===== config.mk =====
export PLATFORM = sky130hd
export DESIGN_NAME = stlp_row_map
export DESIGN_NICKNAME = d
export VERILOG_FILES = /design/src/design/stlp_pkg.sv /design/src/design/stlp_row_map.sv
export SDC_FILE = /design/constraint.sdc
export NUM_CORES = 1
export LEC_CHECK = 0
export BUFFER_PORTS_ARGS = -buffer_cell sky130_fd_sc_hd__buf_4
export CORE_ASPECT_RATIO = 0.5
export CORE_MARGIN = 4
export CORE_UTILIZATION = 35
export CTS_CLUSTER_DIAMETER = 80
export DETAILED_ROUTE_END_ITERATION = 7
export SYNTH_ARGS = -nofsm -noshare
export SYNTH_HDL_FRONTEND = slang
export SYNTH_SLANG_ARGS = --single-unit
export TNS_END_PERCENT = 1

===== constraint.sdc =====
create_clock -name clk -period 5.3 [get_ports clk]
set_clock_uncertainty 0.2 [all_clocks]
set_input_delay 0.53 -clock clk [delete_from_list [all_inputs] [get_ports clk]]
set_output_delay 0.53 -clock clk [all_outputs]
set_load 0.02 [all_outputs]

===== src/design/stlp_pkg.sv =====
// Shared types and constants of the sweep trace line plotter.
package stlp_pkg;

  // Fixed field widths.
  localparam int unsigned COL_W   = 10;
  localparam int unsigned ROW_W   = 9;
  localparam int unsigned VAL_W   = 16;
  localparam int unsigned COLOR_W = 16;

  // Configuration register indexes.
  localparam logic [2:0] REG_WINDOW_LEFT      = 3'd0;
  localparam logic [2:0] REG_WINDOW_TOP       = 3'd1;
  localparam logic [2:0] REG_WINDOW_BOTTOM    = 3'd2;
  localparam logic [2:0] REG_TRACE_WIDTH      = 3'd3;
  localparam logic [2:0] REG_MIN_VALUE        = 3'd4;
  localparam logic [2:0] REG_MAX_VALUE        = 3'd5;
  localparam logic [2:0] REG_TRACE_COLOR      = 3'd6;
  localparam logic [2:0] REG_BACKGROUND_COLOR = 3'd7;

  // Line command slots, in the order they are sent.
  localparam logic [1:0] CMD_ERASE   = 2'd0;
  localparam logic [1:0] CMD_SEGMENT = 2'd1;
  localparam logic [1:0] CMD_MARK_BG = 2'd2;
  localparam logic [1:0] CMD_MARK_FG = 2'd3;

  // Input beat.
  typedef struct packed {
    logic signed [VAL_W-1:0] sample;
    logic                    scan_marker;
  } smp_t;

  // Output beat: one draw-line command.
  typedef struct packed {
    logic [COL_W-1:0]   start_x;
    logic [ROW_W-1:0]   start_y;
    logic [COL_W-1:0]   end_x;
    logic [ROW_W-1:0]   end_y;
    logic [COLOR_W-1:0] line_color;
    logic               last_line;
  } cmd_t;

  // Sequencer of the top level.
  typedef enum logic [1:0] {
    ST_IDLE,
    ST_MAP,
    ST_EMIT
  } top_state_t;

  // Sequencer of the row mapper.
  typedef enum logic [2:0] {
    MAP_IDLE,
    MAP_PREP,
    MAP_MUL,
    MAP_DIV,
    MAP_DONE
  } map_state_t;

endpackage


===== src/design/stlp_row_map.sv =====
// Sample to pixel row mapper with a serial restoring divider.
module stlp_row_map (
  input  logic                          clk,
  input  logic                          rst,
  input  logic                          start,
  input  logic signed [stlp_pkg::VAL_W-1:0] sample,
  input  logic [stlp_pkg::ROW_W-1:0]    window_top,
  input  logic [stlp_pkg::ROW_W-1:0]    window_bottom,
  input  logic signed [stlp_pkg::VAL_W-1:0] min_value,
  input  logic signed [stlp_pkg::VAL_W-1:0] max_value,
  output logic                          done,
  output logic [stlp_pkg::ROW_W-1:0]    row
);
  import stlp_pkg::*;

  // Dividend width: row span times value span magnitude.
  localparam int unsigned NUM_W = ROW_W + VAL_W;

  map_state_t state, state_next;

  logic signed [VAL_W-1:0] s_q;
  logic [VAL_W-1:0]        hs_mag;
  logic [ROW_W-1:0]        dr_mag;
  logic [VAL_W-1:0]        den_mag;
  logic                    neg;
  logic                    den_zero;
  logic [NUM_W-1:0]        work;
  logic [3:0]              step;

  logic signed [VAL_W-1:0] s_clamp;
  logic signed [VAL_W:0]   hs;
  logic signed [VAL_W:0]   den;
  logic signed [ROW_W:0]   dr;
  logic [VAL_W:0]          r2;
  logic [VAL_W:0]          rsub;
  logic                    ge;
  logic [ROW_W-1:0]        q_abs;
  logic [ROW_W-1:0]        q_signed;

  // Clamp the sample and form the signed spans.
  always_comb begin
    if (s_q > max_value) begin
      s_clamp = max_value;
    end else if (s_q < min_value) begin
      s_clamp = min_value;
    end else begin
      s_clamp = s_q;
    end
    hs  = {max_value[VAL_W-1], max_value} - {s_clamp[VAL_W-1], s_clamp};
    den = {max_value[VAL_W-1], max_value} - {min_value[VAL_W-1], min_value};
    dr  = $signed({1'b0, window_bottom}) - $signed({1'b0, window_top});
  end

  // One restoring division step: the partial remainder takes the next dividend bit.
  always_comb begin
    r2   = {work[NUM_W-1:ROW_W], work[ROW_W-1]};
    rsub = r2 - {1'b0, den_mag};
    ge   = (r2 >= {1'b0, den_mag});
  end

  // Apply the quotient sign and offset by the top row.
  always_comb begin
    q_abs    = work[ROW_W-1:0];
    q_signed = neg ? ROW_W'(-q_abs) : q_abs;
    row      = den_zero ? window_top : ROW_W'(window_top + q_signed);
  end

  // State register.
  always_ff @(posedge clk) begin
    if (rst) begin
      state <= MAP_IDLE;
    end else begin
      state <= state_next;
    end
  end

  // Next state and the done strobe.
  always_comb begin
    state_next = state;
    done       = 1'b0;
    case (state)
      MAP_IDLE: begin
        if (start) begin
          state_next = MAP_PREP;
        end
      end
      MAP_PREP: state_next = MAP_MUL;
      MAP_MUL:  state_next = MAP_DIV;
      MAP_DIV: begin
        if (step == 4'(ROW_W - 1)) begin
          state_next = MAP_DONE;
        end
      end
      MAP_DONE: begin
        done       = 1'b1;
        state_next = MAP_IDLE;
      end
      default: state_next = MAP_IDLE;
    endcase
  end

  // Datapath: capture, magnitudes, product, then one quotient bit a cycle.
  always_ff @(posedge clk) begin
    case (state)
      MAP_IDLE: begin
        if (start) begin
          s_q <= sample;
        end
      end
      MAP_PREP: begin
        hs_mag   <= hs[VAL_W] ? VAL_W'(-hs) : hs[VAL_W-1:0];
        den_mag  <= den[VAL_W] ? VAL_W'(-den) : den[VAL_W-1:0];
        dr_mag   <= dr[ROW_W] ? ROW_W'(-dr) : dr[ROW_W-1:0];
        neg      <= hs[VAL_W] ^ den[VAL_W] ^ dr[ROW_W];
        den_zero <= (den == '0);
      end
      MAP_MUL: begin
        work <= {{VAL_W{1'b0}}, dr_mag} * {{ROW_W{1'b0}}, hs_mag};
        step <= '0;
      end
      MAP_DIV: begin
        work <= {(ge ? rsub[VAL_W-1:0] : r2[VAL_W-1:0]), work[ROW_W-2:0], ge};
        step <= step + 4'd1;
      end
      default: begin
      end
    endcase
  end

endmodule

==> flow_summary.ini <==
[layout]
layout.nets = 1961
antenna_cells = 0
fillers = 3606
fin_cells = 2130
seq_area_um2 = 2700
final_cell_mix = inv_1, buf_4, nand2_1, ha_1, fa_1
final_common_cell = inv_1
fin_area_um2 = 15700
drive_above_1_share = 0.203
multiInputGateArea_um2 = 9500
synthToLayoutAreaGrowth_pct = 22.1

[cts]
cts_root_buf = clkbuf_16
clkTransAtPathRegs_ps = 70
ctsHtreeMaxLevel = 3
cts_tree = yes
cts_sinks = 91
clockBufferDepth = 2
worstSkewPairLatency_ps = 370
numCtsBuffers = 9

[worst_setup_path]
path_depth = 21
end_kind = register
regToRegStartpoint = s_q[9]
cp_max_fo = 8
arrival_ps = 5120
rr_worst_depth = 21
required_ps = 5220
critPathLaunchType = register
cp-startpoint = s_q[9]
cpLargestDelayFamily = compound AO/OA/AOI/OAI gates
path_buf_inv = 1
cp_slowest_cell = or4_4
crit_type = register to register
path_common_cell = ha_1
slowest_delay_ps = 530
path_cells = ha_1 > a21o_1 > a21oi_1 > nor2b_1 > o21ai_0 > nand2b_1 > a221oi_1 > o21ai_1 > mux2_4 > buf_4 > mux2i_1 > ha_1 > o211a_1 > o21ai_4 > a21oi_2 > o41ai_2 > o21ai_2 > or3b_1 > or4_4 > nand3_2 > xnor2_1

[job]
maxCapViolCount = 0

[placed_design]
placed_cells = 2095
place.gp.congestion = 0.877
port_buffers = 78
dp_hpwl_um = 26100
placed_area_um2 = 14900
place_ws_ps = -235

[yosys]
synth-edff-count = 88
ys_ff_latch = 91
syn-instance-count = 1444
synth_largest_area_cell = edfxtp_1
ys_seq_area_frac = 0.211
netlist_top_cells_area = edfxtp_1, fa_1, ha_1
yosys_warnings = 0
ys.flop_type = edfxtp_1
synth_top_area_frac = 0.206
syn_nets = 1764
avgSynthCellArea_um2 = 8.88
ys_types = 71
ys_async_sr_fraction = 0
synth_area_um2 = 12800

[grt]
grt_pass1_vias = 10000
grtUsageTotal = 0.158
overflow = 0
grt_pass1_wl_um = 50700
grt_max_degree = 44
antenna_found_initial = 0

[detailed_routing]
avgRoutedWirePerCell_um = 14.8
drt_first_pass_iters = 5
drc = 0
ant_nets = 0
drt-initial-drc-count = 518
vias = 10400
wirelength_um = 31600
viasPerCell = 4.90

[timing]
period_needed_ps = 5200
period_share = 0.981
relSlewSlack = 0.471
hold_violations = 0
timing.final.ws_setup_ps = 102
worstMarginPinSlew_ps = 786
slew_viol_final = 0
fmax_mhz = 192
rsz0062_at_grt = yes
setup_viol = 0

[floorplan]
io_pins = 79
initial_core_util = 0.356
die_y_um = 143
core_um2 = 36000
row_count = 49
dieWidth_um = 279
die_area_um2 = 40000

[min_path]
holdCritStartpoint = sample[5]
hold_depth = 1
hold_path.class = input port to register

[outcome]
status = finished, final reports clean
## cell families after synthesis
| group | synth area share |
|---|---|
| flip-flops | 0.211 |
| AO/OA/AOI/OAI | 0.138 |
| multiplexers | 0.0346 |
| XOR/XNOR | 0.0748 |
| adder cells (fa/ha/maj) | 0.306 |
| AND/OR/NAND/NOR | 0.161 |
| buffers and inverters | 0.0757 |
## worst reg2reg max path, cell delays in order, from the launching register on
cell      delay (ps)
edfxtp_1         390
ha_1             300
a21o_1           160
a21oi_1          140
nor2b_1           60
o21ai_0          140
nand2b_1          90
a221oi_1         270
o21ai_1          120
mux2_4           370
buf_4            200
mux2i_1          180
ha_1             290
o211a_1          280
o21ai_4           90
a21oi_2          100
o41ai_2          370
o21ai_2          110
or3b_1           390
or4_4            530
nand3_2           90
xnor2_1           60
## layer usage
metal / up-vias / global-route usage / part of all wire
li1: 5259 / - / -
met1: 4988 / 0.229 / 0.51
met2: 167 / 0.248 / 0.44
met3: 29 / 0.0247 / 0.035
met4: 0 / 0.0376 / 0.016
met5: - / 0 / 0
## cells in the mapped netlist (all sizes together), types with 3 or more instances
cell / number
a21oi: 73
fa: 104
buf: 5
nand2: 150
and3: 5
mux2i: 23
nand4: 7
nor2b: 17
o211ai: 11
o21ai: 78
o31ai: 13
dfxtp: 3
edfxtp: 88
nand2b: 26
o311a: 3
a31oi: 10
and2: 69
mux2: 19
a2111oi: 3
clkbuf: 32
o41ai: 4
a211oi: 11
o21bai: 8
ha: 147
nor2: 73
xnor2: 68
o21a: 11
nand3: 19
or4: 5
a221oi: 3
nor4: 5
xor2: 39
inv: 219
or3: 8
a22oi: 3
a21o: 30
nor3: 23
## layout make-up
type | count | area share
Clock inverter | 7 | 0.00631
Inverter | 219 | 0.0525
Clock buffer | 9 | 0.0144
Multi-Input combinational cell | 1097 | 0.606
Timing Repair Buffer | 223 | 0.110
Tap cell | 484 | 0.0386
Sequential cell | 91 | 0.172
## flip-flops by register name (all words and copies together), names as in the netlist
name	flops
s_q	16
den_mag	16
den_zero	1
hs_mag	16
dr_mag	9
neg	1
step	4
work	25
state	3
## metrics by stage
step                      hold WS, ps   util  TNS (ps)
after CTS                         101  0.421         0
final                             129  0.435         0
after global placement            381  0.412      -738
after floorplan                   310      -         0
after detailed placement          384  0.412     -1170
after global routing              101  0.435      -335
## what timing repair did
action                                  4_1_cts  5_1_grt
endpoints found under the setup margin        3       25
resized for setup                             3       78
gates cloned                                  0        0
hold endpoints to repair                      0        0
pin swaps                                     0       45
setup buffers                                 0       19
hold buffers                                  0        0
## path summary, 6_finish.rpt
| path | endpoint | slack, ps |
|---|---|---|
| setup reg to reg | hs_mag[15] | 100 |
| hold / removal | s_q[5] | 130 |
| hold reg to reg | state[1] | 390 |
| setup / recovery | hs_mag[15] | 100 |
Power is not shown: default switching activity piles up to over one toggle a cycle in this logic, so the estimate is an artifact.
